**config.mk**
```make
export PLATFORM = sky130hd
export DESIGN_NAME = port_name_fifo_cache
export DESIGN_NICKNAME = d
export VERILOG_FILES = /design/src/sv/pfc_pkg.sv /design/src/sv/pfc_table.sv /design/src/sv/port_name_fifo_cache.sv
export SDC_FILE = /design/constraint.sdc
export NUM_CORES = 1
export LEC_CHECK = 0
export CAP_MARGIN = 20
export CORE_MARGIN = 4
export CORE_UTILIZATION = 50
export CTS_BUF_LIST = sky130_fd_sc_hd__clkbuf_8
export DETAILED_ROUTE_END_ITERATION = 12
export DONT_BUFFER_PORTS = 1
export PLACE_DENSITY = 0.69
export SLEW_MARGIN = 20
export SYNTH_ARGS = -nofsm -noshare
export SYNTH_HDL_FRONTEND = slang
export SYNTH_SLANG_ARGS = --single-unit
```
**constraint.sdc**
```tcl
create_clock -name clk -period 16.1 [get_ports clk]
set_input_delay 3.22 -clock clk [delete_from_list [all_inputs] [get_ports clk]]
set_output_delay 3.22 -clock clk [all_outputs]
set_load 0.03 [all_outputs]
```
**src/sv/pfc_pkg.sv**
```systemverilog
// Shared types and constants for the port name cache.
// No dependencies.
package pfc_pkg;

  localparam int LIMIT     = 15;
  localparam int CAPACITY  = LIMIT + 1;
  localparam int NAME_BITS = 32;
  localparam int PORT_W    = 16;
  localparam int TAG_W     = 32;
  localparam int SLOT_W    = (CAPACITY > 1) ? $clog2(CAPACITY) : 1;
  localparam int COUNT_W   = $clog2(CAPACITY + 1);

  // Item kinds
  localparam logic KIND_INSERT = 1'b0;
  localparam logic KIND_LOOKUP = 1'b1;

  typedef struct packed {
    logic              kind;
    logic [PORT_W-1:0] port;
    logic [TAG_W-1:0]  name_tag;
  } in_t;

  typedef struct packed {
    logic             hit;
    logic [TAG_W-1:0] found_tag;
    logic             added;
  } out_t;

  // Access request from the controller to the slot table
  typedef struct packed {
    logic                 rd_en;
    logic [SLOT_W-1:0]    rd_addr;
    logic                 wr_en;
    logic [SLOT_W-1:0]    wr_addr;
    logic [PORT_W-1:0]    wr_port;
    logic [NAME_BITS-1:0] wr_tag;
  } tbl_req_t;

endpackage

```
**src/sv/pfc_table.sv**
```systemverilog
// Slot table: port and tag memories, one write and one registered read per cycle.
// Depends on pfc_pkg.
module pfc_table (
  input  logic                          clk,
  input  pfc_pkg::tbl_req_t             req,
  output logic [pfc_pkg::PORT_W-1:0]    rd_port,
  output logic [pfc_pkg::NAME_BITS-1:0] rd_tag
);

  logic [pfc_pkg::PORT_W-1:0]    port_mem [pfc_pkg::CAPACITY];
  logic [pfc_pkg::NAME_BITS-1:0] tag_mem  [pfc_pkg::CAPACITY];

  // Write port
  always_ff @(posedge clk) begin
    if (req.wr_en) begin
      port_mem[req.wr_addr] <= req.wr_port;
      tag_mem[req.wr_addr]  <= req.wr_tag;
    end
  end

  // Read port, registered output
  always_ff @(posedge clk) begin
    if (req.rd_en) begin
      rd_port <= port_mem[req.rd_addr];
      rd_tag  <= tag_mem[req.rd_addr];
    end
  end

endmodule

```
**src/sv/port_name_fifo_cache.sv**
```systemverilog
// Top level of the port name cache: scan controller plus slot table.
// Depends on pfc_pkg and pfc_table.
//
// Fully associative cache of up to 16 port/name-tag entries with first-in
// first-out replacement. An item is taken when start is high and busy is low;
// its result appears on result for one cycle with done high, and must be
// captured then since there is no back-pressure. The stored entries are
// compared one per cycle through the single read port of the slot memory;
// a scan ends on a hit or once every valid entry is compared, and the next item
// can be taken in the cycle that done is shown. A new entry is written in the
// same edge that produces the result, before the next item issues its first
// read, so reads and writes never overlap.
module port_name_fifo_cache (
  input  logic          clk,
  input  logic          rst,
  input  logic          start,
  input  pfc_pkg::in_t  item,
  output logic          busy,
  output logic          done,
  output pfc_pkg::out_t result
);

  typedef enum logic [1:0] {
    ST_IDLE = 2'b01,
    ST_SCAN = 2'b10
  } state_t;

  state_t                        state, state_next;
  pfc_pkg::in_t                  item_q;
  logic [pfc_pkg::COUNT_W-1:0]   idx;
  logic                          pend;
  logic [pfc_pkg::COUNT_W-1:0]   count;
  logic [pfc_pkg::SLOT_W-1:0]    newest;

  pfc_pkg::tbl_req_t             req;
  logic [pfc_pkg::PORT_W-1:0]    rd_port;
  logic [pfc_pkg::NAME_BITS-1:0] rd_tag;
  logic                          accept;
  logic                          match;
  logic                          decide;
  logic                          is_insert;
  logic [pfc_pkg::SLOT_W-1:0]    next_slot;

  assign busy      = (state != ST_IDLE);
  assign accept    = start && !busy;
  assign is_insert = (item_q.kind == pfc_pkg::KIND_INSERT);

  // Compare the entry read last cycle; stop on a hit or when reads run out
  assign match  = pend && (rd_port == item_q.port);
  assign decide = (state == ST_SCAN) && (match || !req.rd_en);

  // Slot that takes a new entry
  always_comb begin
    if (count == '0) begin
      next_slot = '0;
    end else if (newest == pfc_pkg::SLOT_W'(pfc_pkg::LIMIT)) begin
      next_slot = '0;
    end else begin
      next_slot = newest + 1'b1;
    end
  end

  // Table requests
  always_comb begin
    req.rd_en   = (state == ST_SCAN) && (idx < count);
    req.rd_addr = idx[pfc_pkg::SLOT_W-1:0];
    req.wr_en   = decide && is_insert && !match;
    req.wr_addr = next_slot;
    req.wr_port = item_q.port;
    req.wr_tag  = item_q.name_tag[pfc_pkg::NAME_BITS-1:0];
  end

  // Next state
  always_comb begin
    state_next = state;
    case (state)
      ST_IDLE: if (accept) state_next = ST_SCAN;
      ST_SCAN: if (decide) state_next = ST_IDLE;
      default: state_next = ST_IDLE;
    endcase
  end

  pfc_table u_table (
    .clk     (clk),
    .req     (req),
    .rd_port (rd_port),
    .rd_tag  (rd_tag)
  );

  // Control state
  always_ff @(posedge clk) begin
    if (rst) begin
      state  <= ST_IDLE;
      idx    <= '0;
      pend   <= 1'b0;
      count  <= '0;
      newest <= '0;
      done   <= 1'b0;
    end else begin
      state <= state_next;
      done  <= decide;
      pend  <= req.rd_en;
      if (accept) begin
        idx <= '0;
      end else if (req.rd_en) begin
        idx <= idx + 1'b1;
      end
      if (req.wr_en) begin
        newest <= next_slot;
        if (count < pfc_pkg::COUNT_W'(pfc_pkg::CAPACITY)) begin
          count <= count + 1'b1;
        end
      end
    end
  end

  // Item and result payload
  always_ff @(posedge clk) begin
    if (accept) begin
      item_q <= item;
    end
    if (decide) begin
      result.hit       <= match;
      result.added     <= is_insert && !match;
      result.found_tag <= (match && !is_insert) ? pfc_pkg::TAG_W'(rd_tag) : '0;
    end
  end

endmodule

```
# Word level (Yosys, flattened, before mapping)
# Memory sizes are Yosys's and may differ from the RTL's. A register that Yosys moved wholly into a read port is not among the register bits.
# Index checks and enable logic that the tools add are counted.
[op_classes] muxes=7 order_cmp=2 n_reduce_logical=16 n_bitwise=1 n_eq_ne=7 addsub=3
[op_table] op="$eq 16x16->1" count=1
[op_table] op="$add 5x1->5 const B" count=2
[op_table] op="$logic_and 1x1->1" count=8
[op_table] op="$mux 4" count=2
[op_table] op="$logic_not 5->1" count=1
[op_table] op="$lt 5x5->1" count=1
[op_table] op="$lt 5x5->1 const B" count=1
[op_table] op="$add 4x1->4 const B" count=1
[op_table] op="$eq 4x4->1 const B" count=1
[op_table] op="$mux 2" count=2
[op_table] op="$ne 2x2->1 const B" count=2
[op_table] op="$pmux 2 s2" count=1
[op_table] op="$reduce_and 2->1" count=2
[op_table] op="$logic_not 1->1" count=3
[op_table] op="$eq 2x1->1 const B" count=1
[op_table] op="$eq 2x2->1 const B" count=1
[op_table] op="$mux 1" count=2
[op_table] op="$ne 2x1->1 const B" count=1
[op_table] op="$reduce_or 2->1" count=1
[op_table] op="$logic_or 1x1->1" count=1
[op_table] op="$not 1->1" count=1
[totals] in_bits=52 ram_bits=768 out_inout_bits=36 memories=2 wordCells=50 ff_bits=101
[mem_list] memory="u_table.tag_mem" words=16 width=32 rd=1 rd_clocked_by_memory_dff=1 wr=1 line="pfc_table.sv:11" rtl="logic [pfc_pkg::NAME_BITS-1:0] tag_mem [pfc_pkg::CAPACITY];"
[mem_list] memory="u_table.port_mem" words=16 width=16 rd=1 rd_clocked_by_memory_dff=1 wr=1 line="pfc_table.sv:10" rtl="logic [pfc_pkg::PORT_W-1:0] port_mem [pfc_pkg::CAPACITY];"

# Depth between registers and ports, before layout
# Gate-level depths: netlist (run 1).
[logic_depth] word_depth=9 depth_mapped=9 mapped_depth_nobuf=8

# Cells and area by module
# A second synthesis (run 1) with hierarchy kept.
[hier_totals] cells_unflattened=1498 area_unflattened_um2=34070.2
[modules_own_cells] mod="pfc_table" area_per_inst_um2=30171.4 seq_area_each_um2=24503.5 instances=1 cells_each=1242
[modules_own_cells] mod="port_name_fifo_cache" area_per_inst_um2=3898.7 seq_area_each_um2=2852.7 instances=1 cells_each=256

# Worst setup path before layout (run 1)
# No wires, ideal clock.
[synth_timing] kind="reg2reg" start="register count[2] (netlist name)" end="memory u_table.port_mem[13][0] (netlist name) (enable)" setup_time_ns=0.572 n_path_buf=1 path_stages_with_launch=9 arrival_time_ns=6.158 slack_ns=9.370 required_ns=15.528 period_less_slack_ns=6.730 path_cell_list="dfxtp_1 > inv_1 > ha_1 > nand2_1 > o21ai_1 > a31oi_2 > or2_1 > buf_4 > nor4_1"
[synth_between] elab_chain_len=9 elab_cells_between_ends=11 cone_classes="1 x order compare; 3 x mux; 7 x reduce/logical"
[synth_rtl] item="start: declaration" line="port_name_fifo_cache.sv:32" rtl="logic [pfc_pkg::COUNT_W-1:0] count;"
[synth_rtl] item="start signal: assignment" line="port_name_fifo_cache.sv:111" rtl="count <= count + 1'b1;"
[synth_rtl] item="$lt 5x5->1" line="port_name_fifo_cache.sv:65" rtl="req.rd_en = (state == ST_SCAN) && (idx < count);"
[synth_rtl] item="$logic_and 1x1->1" line="port_name_fifo_cache.sv:65"
[synth_rtl] item="$logic_not 1->1" line="port_name_fifo_cache.sv:50" rtl="assign decide = (state == ST_SCAN) && (match || !req.rd_en);"
[synth_rtl] item="$logic_or 1x1->1" line="port_name_fifo_cache.sv:50"
[synth_rtl] item="$logic_and 1x1->1" line="port_name_fifo_cache.sv:50"
[synth_rtl] item="$logic_and 1x1->1 (2 in series)" line="port_name_fifo_cache.sv:67" rtl="req.wr_en = decide && is_insert && !match;"
[synth_rtl] item="$mux 1" line="pfc_table.sv:15" rtl="if (req.wr_en) begin"
[synth_rtl] item="$mux 1 (implied by the code)" line="pfc_table.sv:16" rtl="port_mem[req.wr_addr] <= req.wr_port;"
[synth_rtl] item="end: declaration" line="pfc_table.sv:10"
# Parallel ways exist; a longest one is shown, timed or not.

# Final worst setup path (run 1)
[layout_timing] start="register state[1]" end="output port busy"
[layout_between] elab_chain_len=1
[layout_rtl] item="start: declaration" line="port_name_fifo_cache.sv:28" rtl="state_t state, state_next;"
[layout_rtl] item="start signal: assignment" line="port_name_fifo_cache.sv:100" rtl="state <= state_next;"
[layout_rtl] item="$ne 2x1->1" line="port_name_fifo_cache.sv:44" rtl="assign busy = (state != ST_IDLE);"
[layout_rtl] item="end: declaration" line="port_name_fifo_cache.sv:18" rtl="output logic busy,"
# Every way passes these cells.

==> results of run 1 <==
-- cells in the final DEF, fill, tap and decap left out, types with 3 or more instances in the layout --
| master | n |
|---|---|
| edfxtp_1 | 899 |
| mux4_2 | 212 |
| clkbuf_8 | 152 |
| inv_1 | 54 |
| clkinv_1 | 35 |
| buf_4 | 35 |
| and3_1 | 33 |
| mux4_1 | 28 |
| xor2_1 | 19 |
| nor2_1 | 16 |
| dfxtp_1 | 14 |
| nor3_2 | 12 |
| clkinv_2 | 10 |
| ha_1 | 8 |
| nand2b_1 | 7 |
| nor2b_1 | 6 |
| o21ai_0 | 6 |
| nand2_1 | 6 |
| a21oi_1 | 5 |
| o31ai_1 | 4 |
| nor4_2 | 4 |
| clkinvlp_4 | 4 |
| bufinv_16 | 4 |
| dfxtp_4 | 4 |
| diode_2 | 3 |
| nand4_1 | 3 |
| nor4_1 | 3 |
| nor3_1 | 3 |
| nand3_1 | 3 |
-- kinds of logic (layout without fill, tap and decap cells) --
family / after synthesis / after routing / share of synthesized area (%)
muxes: 244 / 244 / 16.1
and+or+nand+nor: 107 / 107 / 1.77
DFF: 917 / 917 / 79.5
AOI/OAI and AO/OA: 23 / 23 / 0.443
buffers and inverters: 79 / 296 / 1.36
other: 0 / 3 / 0
xor gates and xnor gates: 21 / 21 / 0.534
adders and majority gates: 8 / 8 / 0.291
-- state kept, by name, indices dropped and copies added, names as in the netlist, 2 cells and up --
register / flops
count: 5
idx: 5
item_q: 49
newest: 4
result: 34
state: 2
u_table.port_mem: 256
u_table.rd_port: 16
u_table.rd_tag: 32
u_table.tag_mem: 512
-- routing by layer --
metal	wire length (um)	GRT usage [%]	vias to the layer above
met3	4570	4.73	110
met1	28600	25.9	8024
met5	20	0	-
li1	-	-	6248
met4	1380	6.18	2
met2	34000	30.5	532
-- area by class of cell --
class	count	share of cell area (%)
antenna	3	0.0197
clock buffer	152	5.49
clock inverter	98	1.32
multi-input combinational	403	17.6
inverter	10	0.102
sequential	917	71.8
tap	873	2.87
timing repair buffer	36	0.762
-- path summary, 6_finish.rpt --
kind / to / slack, ns / cells past startpoint
worst max register to register: u_table.rd_tag[15] / 11.58 / 5
worst min-delay path: count[1] / 0.53 / 2
worst min register to register: count[1] / 0.53 / 2
worst max-delay path: busy / 11.49 / 1
-- stage by stage --
step           hold slack [ns]  area (um^2)  util [%]  setup WS [ns]
6_report                 0.526        38100      56.2          11.49
4_1_cts                  0.521        38100      56.2          11.39
3_5_place_dp             0.515        35500      52.3          11.43
2_1_floorplan            0.484        34400         -           9.37
5_1_grt                  0.570        38100      56.2          11.21
3_3_place_gp             0.489        35500      52.3          11.49
-- power groups by stage --
stage | clock network, mW | logic, mW | registers [mW]
after floorplan | 0 | 0.0119 | 2.71
after global placement | 0 | 0.0204 | 2.72
after detailed placement | 0 | 0.0206 | 2.72
after CTS | 1.83 | 0.0207 | 2.67
after global routing | 1.94 | 0.0219 | 2.68
final | 1.78 | 0.0202 | 2.67
==> flow_summary_export.csv, run 1 <==
group,metric,value,unit
clock_network,cts_sinks,917,
global_route,grt_max_degree,68,
clock_network,cts_buffers,143,
hold_path,hold_start,"count[1]",
pwr,switchingPower,898,uW
die,core.rowCount,95,
sta,fin_crit_sh,28.6,%
sta,rsz0062_at_grt,"false",
pwr,p_total,4.47,mW
die,start_util,50.8,%
status,status,"finished, final reports clean",
sta,setup_violations,0,
yosys,synth_ff_type,"edfxtp_1",
global_route,grt_pass1_vias,15900,
critical_path,cp_cell_sequence,"nand2b_1",
yosys,syn_area_per_cell,24.6,um^2
place,place.gp.congestion,0.704,
flow_run,cap_viol_max_count,0,
final_layout,nFillCells,4859,
drt,routed_wl,68500,um
pwr,p_seq_share,59.8,%
yosys,yosysMostFrequentCell,"edfxtp_1",
pwr,power.share.clock,39.7,%
global_route,antenna_found_initial,3,
pwr,power.density,117,nW/um^2
critical_path,cp_data_arrival_time,1.39,ns
critical_path,worstReg2RegStart,"idx[0]",
global_route,globalRoute.totalOverflow,0,
critical_path,crit_path_start,"state[1]",
yosys,synth-seq-area-share,79.5,%
critical_path,cp_max_fo,3,
global_route,track_usage,18.9,%
yosys,synthesis.nets,1459,
sta,skew,0.0310,ns
drt,drc_errors,0,
final_layout,syn_to_final_growth,10.7,%
yosys,yosys-top-cells-area,"edfxtp_1 78%, mux4_2 14%, mux4_1 2.1%",
place,port_buffers,0,
pwr,peakVddDrop,0.0714,mV
yosys,synth_cells,1399,
critical_path,path_buf_inv,0,
clock_network,postCtsHoldBufs,0,
clock_network,clockBufferDepth,3,
sta,final-hold-violation-count,0,
die,die_width,270,um
drt,first_iter_violations,1273,
sta,tightest_slew,1.04,ns
critical_path,critPathSlowestCell,"dfxtp_1",
sta,finalMaxSlewViolations,0,
clock_network,clk_pin_slew,0.06,ns
die,die_h,270,um
pwr,leakage,11.7,nW
yosys,synth_seq_cells,917,
drt,antenna_left,0,
place,place_hpwl,33500,um
critical_path,cp.required,12.88,ns
critical_path,endpoint_kind,"output pin",
sta,fin_crit,4.61,ns
hold_path,holdCritPathClass,"reg -> reg",
drt,dr.pass1.iters,5,
sta,fmax,217,MHz
drt,vias,14900,
final_layout,drive_gt1_share,27.6,%
critical_path,cp-start-kind,"flop",
yosys,synth_warnings,0,
pwr,p_sw_share,20.1,%
final_layout,register_area,27400,um^2
sta,tns,0,ns
global_route,grt_pass1_wl,102000,um
place,dp_cells,2238,
yosys,synthesis.area,34400,um^2
clock_network,clock-root-buffer,"clkbuf_8",
yosys,yosysTopAreaCellShare,78.4,%
clock_network,cts_tree,"built",
pwr,p_int,3.57,mW
clock_network,cts_resized,0,
clock_network,htreeDepth,4,
die,io_pins,88,
final_layout,nets,1571,
drt,detail_route.wl_per_cell,27.5,um
critical_path,crit_type,"reg -> out",
yosys,async_reset_ff_share,0,%
critical_path,cp_top_family,"flip-flops",
clock_network,post_cts_buffers,0,
yosys,synth-edff-count,899,
pwr,combPwrFrac,0.5,%
critical_path,crit_path_max_incr_delay,0.33,ns
final_layout,multi_input_area,6700,um^2
final_layout,finalNonFillerCells,2492,
clock_network,clock_latency,0.77,ns
yosys,synth_cell_types,45,
die,core_area,67800,um^2
sta,max_slew_margin,30.3,%
drt,post_drt_via_cell_ratio,5.99,
die,dieArea,73100,um^2
yosys,yosysTopAreaCell,"edfxtp_1",
yosys,synth_commonest_cells,"899 x edfxtp_1, 212 x mux4_2, 33 x and3_1",
Note: power is estimated with default switching activity, not from simulation.
==> run 2, diff against run 1 <==
--- a/config.mk
+++ b/config.mk
@@ -11,7 +11,7 @@
 export CTS_BUF_LIST = sky130_fd_sc_hd__clkbuf_8
 export DETAILED_ROUTE_END_ITERATION = 12
 export DONT_BUFFER_PORTS = 1
-export PLACE_DENSITY = 0.69
+export PLACE_DENSITY = 0.72
 export SLEW_MARGIN = 20
 export SYNTH_ARGS = -nofsm -noshare
 export SYNTH_HDL_FRONTEND = slang
==> constraint.sdc (replaced) <==
create_clock -name clk -period 3.8 [get_ports clk]
set_input_delay 0.76 -clock clk [delete_from_list [all_inputs] [get_ports clk]]
set_output_delay 0.76 -clock clk [all_outputs]
set_load 0.03 [all_outputs]
==> run 2 against run 1 <==
  * Worst hold slack worse by 0.44 ns
  * Register-to-register slack worse by 11 ns
  * Non-clock buffer count up 58
  * Design area rose by 1.9%
  * Power rose to 4.3 times the previous value
  * Global-route usage grew 0.30 points
  * Critical path depth grew 7
  * First-iteration DRC count increased by 8.9%
  * Worst setup slack worse by 11 ns
  * Critical endpoint is now u_table.port_mem[5][7]
  * Largest power group unchanged
==> flow_summary_export.csv, run 2 (synthesized netlist as in run 1, its figures left out) <==
group,metric,value,unit
place,port_buffers,0,
sta,tightest_slew,1.08,ns
final_layout,finalNonFillerCells,2551,
clock_network,clock_latency,0.79,ns
critical_path,path_buf_inv,2,
drt,routed.top_layer,"met4",
place,dp_cells,2268,
sta,final-hold-violation-count,0,
drt,dr_wl_met2,34100,um
critical_path,cp-start-kind,"flop",
drt,detail_route.wl_per_cell,27.1,um
die,die_h,270,um
place,place_hpwl,36700,um
sta,fin_crit_sh,86.9,%
critical_path,cp_cell_sequence,"xor2_1, nor4_1, nand4_1, o211ai_1, or2_1, buf_12, nor4_4, buf_12",
drt,first_iter_violations,1386,
global_route,grt_pass1_wl,104000,um
drt,routed_wl,69100,um
clock_network,cts_buffers,145,
final_layout,top_register,"u_table.tag_mem",
final_layout,final_common_cell,"edfxtp_1",
sta,holdWs,0.0854,ns
drt,post_drt_via_cell_ratio,5.95,
final_layout,nets,1631,
critical_path,crit_path_max_incr_delay,0.83,ns
critical_path,cpMostUsedCell,"buf_12",
critical_path,reg2reg_depth,8,
sta,rsz0062_at_grt,"false",
critical_path,cp_top_family,"simple AND/OR/NAND/NOR gates",
global_route,globalRoute.totalOverflow,0,
drt,route.met3.wl,5200,um
critical_path,cp_max_fo,38,
pwr,power.density,491,nW/um^2
drt,dr.pass1.iters,5,
status,status,"finished, final reports clean",
critical_path,crit_type,"reg -> reg",
hold_path,whs_path_depth,0,
drt,drc_errors,0,
global_route,antenna_found_initial,3,
die,dieArea,73100,um^2
sta,fin_ws,0.497,ns
critical_path,cp_data_arrival_time,3.72,ns
clock_network,cts_sinks,917,
pwr,leakage,12.1,nW
final_layout,largestRegisters,"u_table.tag_mem x512, u_table.port_mem x256, item_q x49",
global_route,grt_max_degree,139,
pwr,p_total,19.1,mW
sta,fin_crit,3.30,ns
critical_path,cp.required,4.22,ns
die,io_pins,88,
final_layout,largest_reg_flops,512,
sta,max_slew_margin,28.0,%
pwr,peakVddDrop,0.287,mV
sta,skew,0.0431,ns
clock_network,clockBufferDepth,3,
drt,wl_met1,28600,um
place,place.gp.congestion,0.769,
sta,finalMaxSlewViolations,0,
critical_path,critPathSlowestCell,"nor4_4",
die,start_util,50.8,%
clock_network,cts_tree,"built",
die,core_area,67800,um^2
clock_network,clk_pin_slew,0.06,ns
sta,setup_violations,0,
global_route,grt_pass1_vias,15900,
drt,vias,15200,
die,die_width,270,um
sta,fmax,303,MHz
clock_network,post_cts_buffers,0,
clock_network,htreeDepth,4,
final_layout,mostFrequentLayoutCells,"899 x edfxtp_1, 212 x mux4_2, 149 x clkbuf_8",
critical_path,cp.depth,8,
final_layout,drive_gt1_share,28.8,%
critical_path,endpoint_kind,"flop",
flow_run,cap_viol_max_count,0,
final_layout,syn_to_final_growth,12.8,%
die,core.rowCount,95,
drt,antenna_left,0,
clock_network,clock-root-buffer,"clkbuf_8",
hold_path,holdCritPathClass,"in -> reg",
global_route,track_usage,19.2,%
place,post-place-ws,0.414,ns
[run 2: cell types whose count changed in the layout (fill, tap and decap cells not counted), moves of 9 or more]
cell	delta
dlygate4sd3_1	+29
nor3_4	+12
nor3_2	-12
buf_12	+9
buf_4	+20
clkinv_1	-9
[run 2: routing by layer]
layer  track usage (%)  vias to the layer above
li1                  -                     6373
met1              27.2                     8085
met2              30.4                      613
met3              4.91                       99
met4              5.35                        0
met5                 0                        -
[run 2: worst reg2reg max path, stage by stage, from the launching register on]
cell      delay [ns]
edfxtp_1        0.67
xor2_1          0.22
nor4_1          0.09
nand4_1         0.13
o211ai_1        0.17
or2_1           0.28
buf_12          0.18
nor4_4          0.84
buf_12          0.38
[run 2: layout make-up]
cell class,count,area (um^2)
Inverter,10,38.8
Tap cell,873,1090
Antenna cell,2,5.00
Timing Repair Buffer,94,898
Multi-Input combinational cell,403,6820
Sequential cell,917,27400
Clock inverter,103,568
Fill cell,4715,28900
Clock buffer,149,2050
[run 2: power breakdown]
group	switching [mW]	internal (mW)
clock	3.68	3.91
sequential	0.116	11.2
combinational	0.115	0.0557
[run 2: worst paths after layout]
| check | from | to | slack, ns |
|---|---|---|---|
| setup / recovery | item_q[36] | u_table.port_mem[5][7] | 0.50 |
| hold / removal | item[44] | item_q[44] | 0.09 |
| hold reg to reg | item_q[33] | u_table.port_mem[0][1] | 0.50 |
| setup reg to reg | item_q[36] | u_table.port_mem[5][7] | 0.50 |
[run 2: repair_timing]
| item | in CTS | in global routing |
|---|---|---|
| hold endpoints to repair | 32 | 0 |
| hold buffers | 29 | 0 |
| gates resized for setup | 0 | 0 |
[run 2: per-stage QoR]
step / cell area [um^2] / utilization [%] / setup TNS, ns
floorplan: 34500 / - / -191.10
global placement: 35900 / 53.0 / 0
detailed placement: 35900 / 53.0 / 0
CTS: 38800 / 57.3 / 0
global route: 38800 / 57.3 / 0
finish: 38800 / 57.3 / 0
==> run 3, diff against run 2 <==
--- a/config.mk
+++ b/config.mk
@@ -11,6 +11,7 @@
 export CTS_BUF_LIST = sky130_fd_sc_hd__clkbuf_8
 export DETAILED_ROUTE_END_ITERATION = 12
 export DONT_BUFFER_PORTS = 1
+export MAX_ROUTING_LAYER = met4
 export PLACE_DENSITY = 0.72
 export SLEW_MARGIN = 20
 export SYNTH_ARGS = -nofsm -noshare
==> run 3 against run 2 <==
  * Non-clock buffer count unchanged
  * Flip-flop and latch count unchanged
  * First-iteration DRC count up 8.8%
  * Register-to-register slack worse by 0.04 ns
  * Worst setup slack worse by 0.041 ns
  * Critical path type unchanged
  * Critical path depth unchanged
  * Largest power group unchanged
  * Clock skew down 0.00090 ns
  * Largest cell class unchanged
  * Worst hold slack worse by 0.0015 ns
  * Design area unchanged
==> flow_summary_export.csv, run 3 (synthesized netlist as in run 1, its figures left out) <==
group,metric,value,unit
die,die_h,270,um
place,port_buffers,0,
pwr,peakVddDrop,0.287,mV
die,die_width,270,um
critical_path,cp_cell_sequence,"xor2_1, nor4_1, nand4_1, o211ai_1, or2_1, buf_12, nor3_4, buf_12",
clock_network,cts_sinks,917,
critical_path,cp_data_arrival_time,3.79,ns
global_route,grt_pass1_wl,104000,um
sta,skew,0.0422,ns
critical_path,reg2reg_depth,8,
critical_path,cpMostUsedCell,"buf_12",
drt,detail_route.wl_per_cell,27.1,um
final_layout,largestRegisters,"u_table.tag_mem x512, u_table.port_mem x256, item_q x49",
critical_path,worstReg2RegStart,"item_q[36]",
final_layout,drive_gt1_share,28.8,%
hold_path,hold_start,"item[44]",
place,place.gp.congestion,0.781,
drt,vias,15300,
die,start_util,50.8,%
drt,first_iter_violations,1508,
final_layout,final_common_cell,"edfxtp_1",
hold_path,holdCritPathClass,"in -> reg",
critical_path,cp-start-kind,"flop",
die,core_area,67800,um^2
drt,wl_met1,28600,um
critical_path,critPathSlowestCell,"nor3_4",
critical_path,cp_max_fo,35,
pwr,power.density,491,nW/um^2
clock_network,cts_buffers,145,
pwr,p_total,19.1,mW
sta,setup_violations,0,
clock_network,clockBufferDepth,3,
critical_path,cp.required,4.24,ns
status,status,"finished, final reports clean",
sta,max_slew_margin,28.5,%
clock_network,cts_tree,"built",
global_route,antenna_found_initial,3,
sta,fin_crit,3.34,ns
final_layout,finalNonFillerCells,2551,
drt,antenna_left,0,
critical_path,reg2reg_slack,0.46,ns
drt,routed.top_layer,"met4",
final_layout,top_register,"u_table.tag_mem",
drt,dr.pass1.iters,5,
critical_path,endpoint_kind,"flop",
critical_path,crit_path_max_incr_delay,0.85,ns
place,dp_cells,2268,
hold_path,min_to,"item_q[44]",
clock_network,clock-root-buffer,"clkbuf_8",
clock_network,clock_latency,0.79,ns
final_layout,syn_to_final_growth,12.8,%
sta,rsz0062_at_grt,"false",
global_route,globalRoute.totalOverflow,0,
place,place_hpwl,36700,um
pwr,leakage,12.1,nW
place,placed_area,35900,um^2
sta,final-hold-violation-count,0,
clock_network,clk_pin_slew,0.06,ns
hold_path,whs_path_depth,0,
global_route,grt_pass1_vias,15900,
drt,route.met3.wl,5240,um
critical_path,reg2reg_to,"u_table.port_mem[1][5]",
sta,finalMaxSlewViolations,0,
global_route,track_usage,19.8,%
sta,fin_crit_sh,88.0,%
die,core.rowCount,95,
die,dieArea,73100,um^2
final_layout,final_area,38800,um^2
final_layout,largest_reg_flops,512,
drt,dr_wl_met2,34300,um
drt,post_drt_via_cell_ratio,5.99,
final_layout,mostFrequentLayoutCells,"899 x edfxtp_1, 212 x mux4_2, 149 x clkbuf_8",
final_layout,nFillCells,4717,
drt,routed_wl,69200,um
final_layout,nets,1631,
clock_network,htreeDepth,4,
sta,fin_ws,0.456,ns
flow_run,cap_viol_max_count,0,
drt,drc_errors,0,
global_route,grt_max_degree,139,
critical_path,crit_type,"reg -> reg",
clock_network,post_cts_buffers,0,
place,post-place-ws,0.414,ns
sta,fmax,299,MHz
die,io_pins,88,
sta,tightest_slew,1.07,ns
[run 3: cell counts in the layout (fill, tap and decap cells not counted)]
No cell type changed its count.
[run 3: routing by layer]
layer | vias up | GRT usage, %
met1 | 8173 | 27.4
met2 | 634 | 30.3
li1 | 6372 | -
met3 | 94 | 4.70
met5 | - | -
met4 | 0 | 5.35
[run 3: repair_timing]
action | 4_1_cts | 5_1_grt
endpoints found under the setup margin | 0 | 0
hold buffers | 29 | 0
gates resized for setup | 0 | 0
endpoints found under the hold margin | 32 | 0
[run 3: cell type report]
class                   count  area (um^2)  area share [%]
inverters                  10         38.8          0.0999
well taps                 873         1090            2.81
repair buffers             94          898            2.31
multi-input cells         403         6820            17.5
flip-flops and latches    917        27400            70.5
diodes                      2         5.00          0.0129
clock buffers             149         2050            5.28
clock inverters           103          568            1.46
[run 3: critical path, delay by kind of cell (launching register included)]
kind                      cells  cell delay [ns]
and+or+nand+nor               4             1.35
AOI/OAI and AO/OA             1             0.18
DFF                           1             0.68
xor gates and xnor gates      1             0.23
buffers and inverters         2             0.55
[run 3: where the power goes]
part	switching [mW]	leakage, nW	internal (mW)
sequential	0.117	8.23	11.2
combinational	0.115	2.41	0.0557
clock	3.68	1.50	3.91
[run 3: worst max-delay path by stage]
| stage | from | end | slack [ns] | depth (start not counted) |
|---|---|---|---|---|
| after floorplan | count[2] | u_table.port_mem[7][0] | -0.92 | 8 |
| after global placement | item_q[36] | u_table.port_mem[8][7] | 0.44 | 8 |
| after detailed placement | item_q[36] | u_table.port_mem[5][6] | 0.41 | 8 |
| after CTS | item_q[36] | u_table.port_mem[5][12] | 0.42 | 8 |
| after global routing | item_q[36] | u_table.port_mem[5][7] | 0.21 | 8 |
| final | item_q[36] | u_table.port_mem[1][5] | 0.46 | 8 |
[run 3: metrics by stage]
stage | hold WS (ns) | util, % | setup TNS [ns]
after CTS | 0.000201 | 57.3 | 0
after global placement | 0.483 | 53.0 | 0
final | 0.0839 | 57.3 | 0
after floorplan | 0.484 | - | -191.10
after detailed placement | 0.504 | 53.0 | 0
after global routing | 0.00997 | 57.3 | 0
